<file path="config.mk">
export PLATFORM = sky130hd
export DESIGN_NAME = nps_ctrl
export DESIGN_NICKNAME = d
export VERILOG_FILES = /design/src/rtl/nps_pkg.sv /design/src/rtl/nps_ctrl.sv
export SDC_FILE = /design/constraint.sdc
export NUM_CORES = 1
export LEC_CHECK = 0
export BUFFER_PORTS_ARGS = -buffer_cell sky130_fd_sc_hd__buf_2
export CAP_MARGIN = 20
export CELL_PAD_IN_SITES_DETAIL_PLACEMENT = 1
export CELL_PAD_IN_SITES_GLOBAL_PLACEMENT = 1
export CORE_AREA = 2 2 39 41
export CTS_CLUSTER_DIAMETER = 30
export DETAILED_ROUTE_END_ITERATION = 8
export DIE_AREA = 0 0 41 43
export PLACE_DENSITY = 0.58
export SLEW_MARGIN = 10
export SYNTH_ARGS = -nofsm -noshare
export SYNTH_HDL_FRONTEND = slang
export SYNTH_SLANG_ARGS = --single-unit
</file>
<file path="constraint.sdc">
create_clock -name i_clk -period 1.9 [get_ports i_clk]
set_input_delay 0 -clock i_clk [delete_from_list [all_inputs] [get_ports i_clk]]
set_output_delay 0 -clock i_clk [all_outputs]
set_load 0.02 [all_outputs]
</file>
<file path="src/rtl/nps_pkg.sv">
// ----------------------------------------------------------------------------
// nps_pkg
// Shared constants, types and controller/datapath interfaces for the
// nearest point search block.
// ----------------------------------------------------------------------------
package nps_pkg;

    localparam int MAX_ENTRIES = 512;
    localparam int COORD_BITS  = 16;
    localparam int LABEL_BITS  = 8;

    localparam int INDEX_BITS  = $clog2(MAX_ENTRIES);
    localparam int COUNT_BITS  = $clog2(MAX_ENTRIES + 1);
    localparam int DIST_BITS   = 2 * COORD_BITS + 1;
    localparam int SQ_BITS     = 2 * COORD_BITS;

    // stream payload layout, lowest field first
    localparam int IN_FIELD_BITS  = INDEX_BITS + 2 * COORD_BITS + LABEL_BITS;
    localparam int IN_DATA_BITS   = ((IN_FIELD_BITS + 7) / 8) * 8;
    localparam int OUT_FIELD_BITS = INDEX_BITS + LABEL_BITS + DIST_BITS;
    localparam int OUT_DATA_BITS  = ((OUT_FIELD_BITS + 7) / 8) * 8;

    localparam int IN_IDX_LSB  = 0;
    localparam int IN_X_LSB    = IN_IDX_LSB + INDEX_BITS;
    localparam int IN_Y_LSB    = IN_X_LSB + COORD_BITS;
    localparam int IN_LAB_LSB  = IN_Y_LSB + COORD_BITS;

    localparam logic [COUNT_BITS-1:0] COUNT_RESET = COUNT_BITS'(MAX_ENTRIES);

    // request kinds carried on tuser
    localparam logic REQ_LOAD  = 1'b0;
    localparam logic REQ_QUERY = 1'b1;

    typedef enum logic [1:0] {
        ST_IDLE,
        ST_SCAN,
        ST_DRAIN,
        ST_DONE
    } t_state;

    typedef struct packed {
        logic [LABEL_BITS-1:0] label;
        logic [COORD_BITS-1:0] y;
        logic [COORD_BITS-1:0] x;
    } t_entry;

    typedef struct packed {
        logic load_wr;     // write the table entry from the input item
        logic scan_start;  // capture query point, clear best
        logic scan_step;   // read one entry, advance scan address
        logic out_zero;    // load an all-zero result
        logic out_best;    // load the best match as result
    } t_cmd;

    typedef struct packed {
        logic out_free;    // output register empty or being taken
        logic count_zero;  // vertex count is zero
        logic scan_last;   // current scan address is the last entry
        logic pipe_empty;  // no entry in flight in the distance pipeline
    } t_status;

endpackage

</file>
<file path="src/rtl/nps_ctrl.sv">
// ----------------------------------------------------------------------------
// nps_ctrl
// Controller state machine: accepts items, sequences the table scan and
// hands results to the output register.
// ----------------------------------------------------------------------------
module nps_ctrl
    import nps_pkg::*;
(
    input  logic    i_clk,
    input  logic    i_rst_n,
    input  logic    i_in_valid,
    input  logic    i_req_type,
    input  t_status i_status,
    output logic    o_in_ready,
    output t_cmd    o_cmd
);

    t_state r_state;
    t_state n_state;
    logic   w_accept;

    assign w_accept = i_in_valid && o_in_ready;

    always_ff @(posedge i_clk) begin
        if (!i_rst_n) begin
            r_state <= ST_IDLE;
        end else begin
            r_state <= n_state;
        end
    end

    always_comb begin
        n_state = r_state;
        unique case (r_state)
            ST_IDLE: begin
                if (w_accept && (i_req_type == REQ_QUERY) && !i_status.count_zero) begin
                    n_state = ST_SCAN;
                end
            end
            ST_SCAN: begin
                if (i_status.scan_last) begin
                    n_state = ST_DRAIN;
                end
            end
            ST_DRAIN: begin
                if (i_status.pipe_empty) begin
                    n_state = ST_DONE;
                end
            end
            ST_DONE: begin
                if (i_status.out_free) begin
                    n_state = ST_IDLE;
                end
            end
            default: n_state = ST_IDLE;
        endcase
    end

    always_comb begin
        o_in_ready = 1'b0;
        o_cmd      = '0;
        unique case (r_state)
            ST_IDLE: begin
                o_in_ready = i_status.out_free;
                if (w_accept) begin
                    if (i_req_type == REQ_LOAD) begin
                        o_cmd.load_wr  = 1'b1;
                        o_cmd.out_zero = 1'b1;
                    end else if (i_status.count_zero) begin
                        o_cmd.out_zero = 1'b1;
                    end else begin
                        o_cmd.scan_start = 1'b1;
                    end
                end
            end
            ST_SCAN: begin
                o_cmd.scan_step = 1'b1;
            end
            ST_DRAIN: begin
                o_cmd = '0;
            end
            ST_DONE: begin
                o_cmd.out_best = i_status.out_free;
            end
            default: o_cmd = '0;
        endcase
    end

endmodule

</file>
==> PnR_summary.wiki <==
{| class="wikitable"
! Metric !! Value
|-
| Outcome || completed
|-
| Clock insertion delay at the later pin of the skew report || 0.22 ns
|-
| Final setup viols || 0
|-
| Worst Skew || 0.000502 ns
|-
| Most flops, register || r_state
|-
| Clock-pin slew reported for the worst setup and hold paths after clock tree synthesis || 0.03 ns
|-
| Count of flip-flops with a built-in enable after synthesis || 0
|-
| Area growth from synthesis to layout || 51.2%
|-
| Worst slack on hold paths || 0.0371 ns
|-
| I/O Buffers || 13
|-
| Final wirelength || 546 microns
|-
| Sequential share of the synthesized area || 19.0%
|-
| Share of final-layout standard cells stronger than drive strength 1 || 46.3%
|-
| Endpoint type of the worst setup path || flip-flop
|-
| Detail-routed via count per cell || 4.02
|-
| Initial Util || 15.2%
|-
| Synthesized area per cell || 8.41 sq um
|-
| Number of hold-slack violations in the final timing report || 0
|-
| Largest stage delay on the critical path || 0.41 ns
|-
| Post-synthesis instance area || 210 sq um
|-
| Area of the placeable core || 1380 sq um
|-
| Standby leakage power || 0.169 nW
|-
| Num Clock Sinks || 2
|-
| Area of the die || 1760 sq um
|-
| Startpoint type of the worst setup path || flip-flop
|-
| Nets in the synthesized netlist || 37
|-
| Number of buffers on the longest clock path || 2
|-
| Setup slack at placement || 0.463 ns
|-
| Sequential standard cell area || 40.0 sq um
|-
| Cell depth of the worst hold path || 3
|-
| Slack of the worst reg-to-reg path || 0.47 ns
|-
| Yosys warnings || 0
|-
| DRC viols || 0
|-
| Number of global-route vias before repair || 233
|-
| Largest driver fanout on the critical path || 4
|-
| Detailed Route Iter0 Violations || 0
|-
| H-tree level count || 1
|-
| RSZ-0062 raised after global routing || no
|-
| Top cells by area in the synthesized netlist || sky130_fd_sc_hd__ha_1, sky130_fd_sc_hd__dfxtp_1, sky130_fd_sc_hd__and2_2, sky130_fd_sc_hd__nor2b_1, sky130_fd_sc_hd__a2111o_1
|-
| Power per Cell Area || 945 nW/um^2
|-
| Cells along the critical path || inv_1 -> ha_1 -> nor2b_1 -> a2111o_1 -> mux2i_1
|-
| Leading cell types by count after synthesis || sky130_fd_sc_hd__ha_1, sky130_fd_sc_hd__inv_1
|-
| Minimum clock period after layout || 1.43 ns
|-
| Cell count after synthesis || 25
|-
| Registers with the highest flip-flop counts || r_state: 2 flops
|-
| Period Utilization, post-route || 75.1%
|-
| Top cell type's share of synthesized area || 23.8%
|-
| Count of filler cells inserted in the layout || 177
|-
| CP max stage cell || sky130_fd_sc_hd__a2111o_1
|-
| Post-CTS setup buffers || 0
|-
| Number of standard-cell rows in the floorplan || 14
|-
| WP data required || 2.01 ns
|-
| TritonCTS buffer count || 3
|-
| Reported max-cap violation count || 0
|-
| Worst voltage drop across the vdd grid || 372 uV
|-
| Cell type contributing the most total cell area after synthesis || sky130_fd_sc_hd__ha_1
|-
| Synth Register Bits || 2
|-
| Number of antenna violations at the first check in global routing || 0
|-
| Cell chosen for the clock root || sky130_fd_sc_hd__clkbuf_4
|-
| Net total in the final layout || 55
|-
| Dpl cell area || 295 sq um
|-
| Post-CTS sizing || 0
|-
| Kind of critical path || flip-flop to flip-flop
|-
| Number of distinct library cell variants in the gate-level netlist after synthesis || 15
|-
| Worst-margin pin slew || 0.269 ns
|-
| Critical path data arrival time || 1.53 ns
|-
| Fmax || 700 MHz
|-
| Final weighted congestion in routability-driven placement || 0.696
|-
| Routed vias || 229
|-
| Most instantiated library cell after synthesis || sky130_fd_sc_hd__ha_1
|-
| Number of I/O pins || 14
|-
| Hold/Removal Path Class || primary input to flip-flop
|-
| Relative slew margins || 81.8%
|-
| Antenna viol nets, final || 0
|-
| Wire length of the first global-routing pass || 855 microns
|-
| CTS Hold Bufs || 0
|-
| Total Negative Setup Slacks || 0 ns
|-
| Sum of overflow across all layers after global routing || 0
|-
| Fraction of registers with async set/reset || 0%
|-
| GR Util All Layers || 7.53%
|-
| Clock tree from TritonCTS || yes
|-
| Max reg flops || 2
|-
| Diode insertion count for antenna repair || 0
|-
| Final max-slew violation count || 0
|-
| Combined area of the multi-input logic cells || 159 sq um
|-
| Predominant post-synthesis flop cell || sky130_fd_sc_hd__dfxtp_1
|-
| Die Wd || 41 microns
|-
| Pin count of the biggest net entering global routing || 6
|-
| Post-route cell area || 318 sq um
|-
| Number of cells on the worst reg-to-reg path || 5
|-
| Die span in y || 43 microns
|-
| Average routed wire per standard cell || 9.58 microns
|-
| Setup ws final || 0.472 ns
|-
| Pre-antenna DRT Iters || 1
|}
## kinds of logic (layout without fill, tap and decap cells)
kind of cell    Yosys count  after routing  synth area share, %
fa+ha+maj                 4              4                 23.8
mux                       1              1                 4.76
compound gates            4              4                 14.3
simple gates             11             11                 32.7
buf+inv                   3             19                 5.36
flops                     2              2                 19.0
## placed cells by master, fill, tap and decap left out
cell type                   n
sky130_fd_sc_hd__and2_2     2
sky130_fd_sc_hd__a2111o_1   1
sky130_fd_sc_hd__ha_1       4
sky130_fd_sc_hd__buf_2     13
sky130_fd_sc_hd__and2b_2    1
sky130_fd_sc_hd__mux2i_1    1
sky130_fd_sc_hd__dfxtp_1    2
sky130_fd_sc_hd__nor3b_1    1
sky130_fd_sc_hd__inv_1      3
sky130_fd_sc_hd__nor2_1     1
sky130_fd_sc_hd__clkbuf_4   3
sky130_fd_sc_hd__nand2_1    2
sky130_fd_sc_hd__nor2b_1    2
sky130_fd_sc_hd__nand3_1    1
sky130_fd_sc_hd__o41ai_1    1
sky130_fd_sc_hd__a21oi_1    2
sky130_fd_sc_hd__nand4b_1   1
## stage by stage
step	utilization, %	instances	total power, mW
finish	23.0	57	0.300
CTS	23.0	57	0.314
global route	23.0	57	0.333
detailed placement	21.3	54	0.212
floorplan	-	25	0.168
global placement	21.3	54	0.211
## area by class of cell
cell class / count / share of cell area (%)
inverter: 3 / 3.54
timing repair buffer: 13 / 20.5
tap: 16 / 6.30
clock buffer: 3 / 7.09
multi-input combinational: 20 / 50.0
sequential: 2 / 12.6
## worst max-delay path, delay by kind of cell, from the launching register on
family | cells | cell delay, ns
multiplexers | 1 | 0.13
flip-flops | 1 | 0.36
AO/OA/AOI/OAI | 1 | 0.41
buffers and inverters | 1 | 0.08
adder cells (fa/ha/maj) | 1 | 0.18
AND/OR/NAND/NOR | 1 | 0.14
## report_power, final
| group | switching (mW) | leakage (nW) | internal [mW] |
|---|---|---|---|
| registers | 0.00905 | 0.0163 | 0.0532 |
| logic | 0.0818 | 0.138 | 0.0631 |
| clock network | 0.0236 | 0.0138 | 0.0696 |
## worst paths after layout
kind	start	end
max	r_state[1]$_SDFFE_PN0P_	r_state[1]$_SDFFE_PN0P_
min	i_rst_n	r_state[0]$_SDFFE_PN0P_
max reg2reg	r_state[1]$_SDFFE_PN0P_	r_state[1]$_SDFFE_PN0P_
min reg2reg	r_state[1]$_SDFFE_PN0P_	r_state[1]$_SDFFE_PN0P_
## routing by layer
layer  wire (microns)  track usage, %  part of all wire (%)  vias up
li1                 -               -                     -      119
met1              219            7.40                    40      100
met2              268            12.5                    49       10
met3               59               0                    11        0
met4                0            8.00                     0        0
met5                0               0                     0        -
Note: power is estimated with default switching activity, not from simulation.
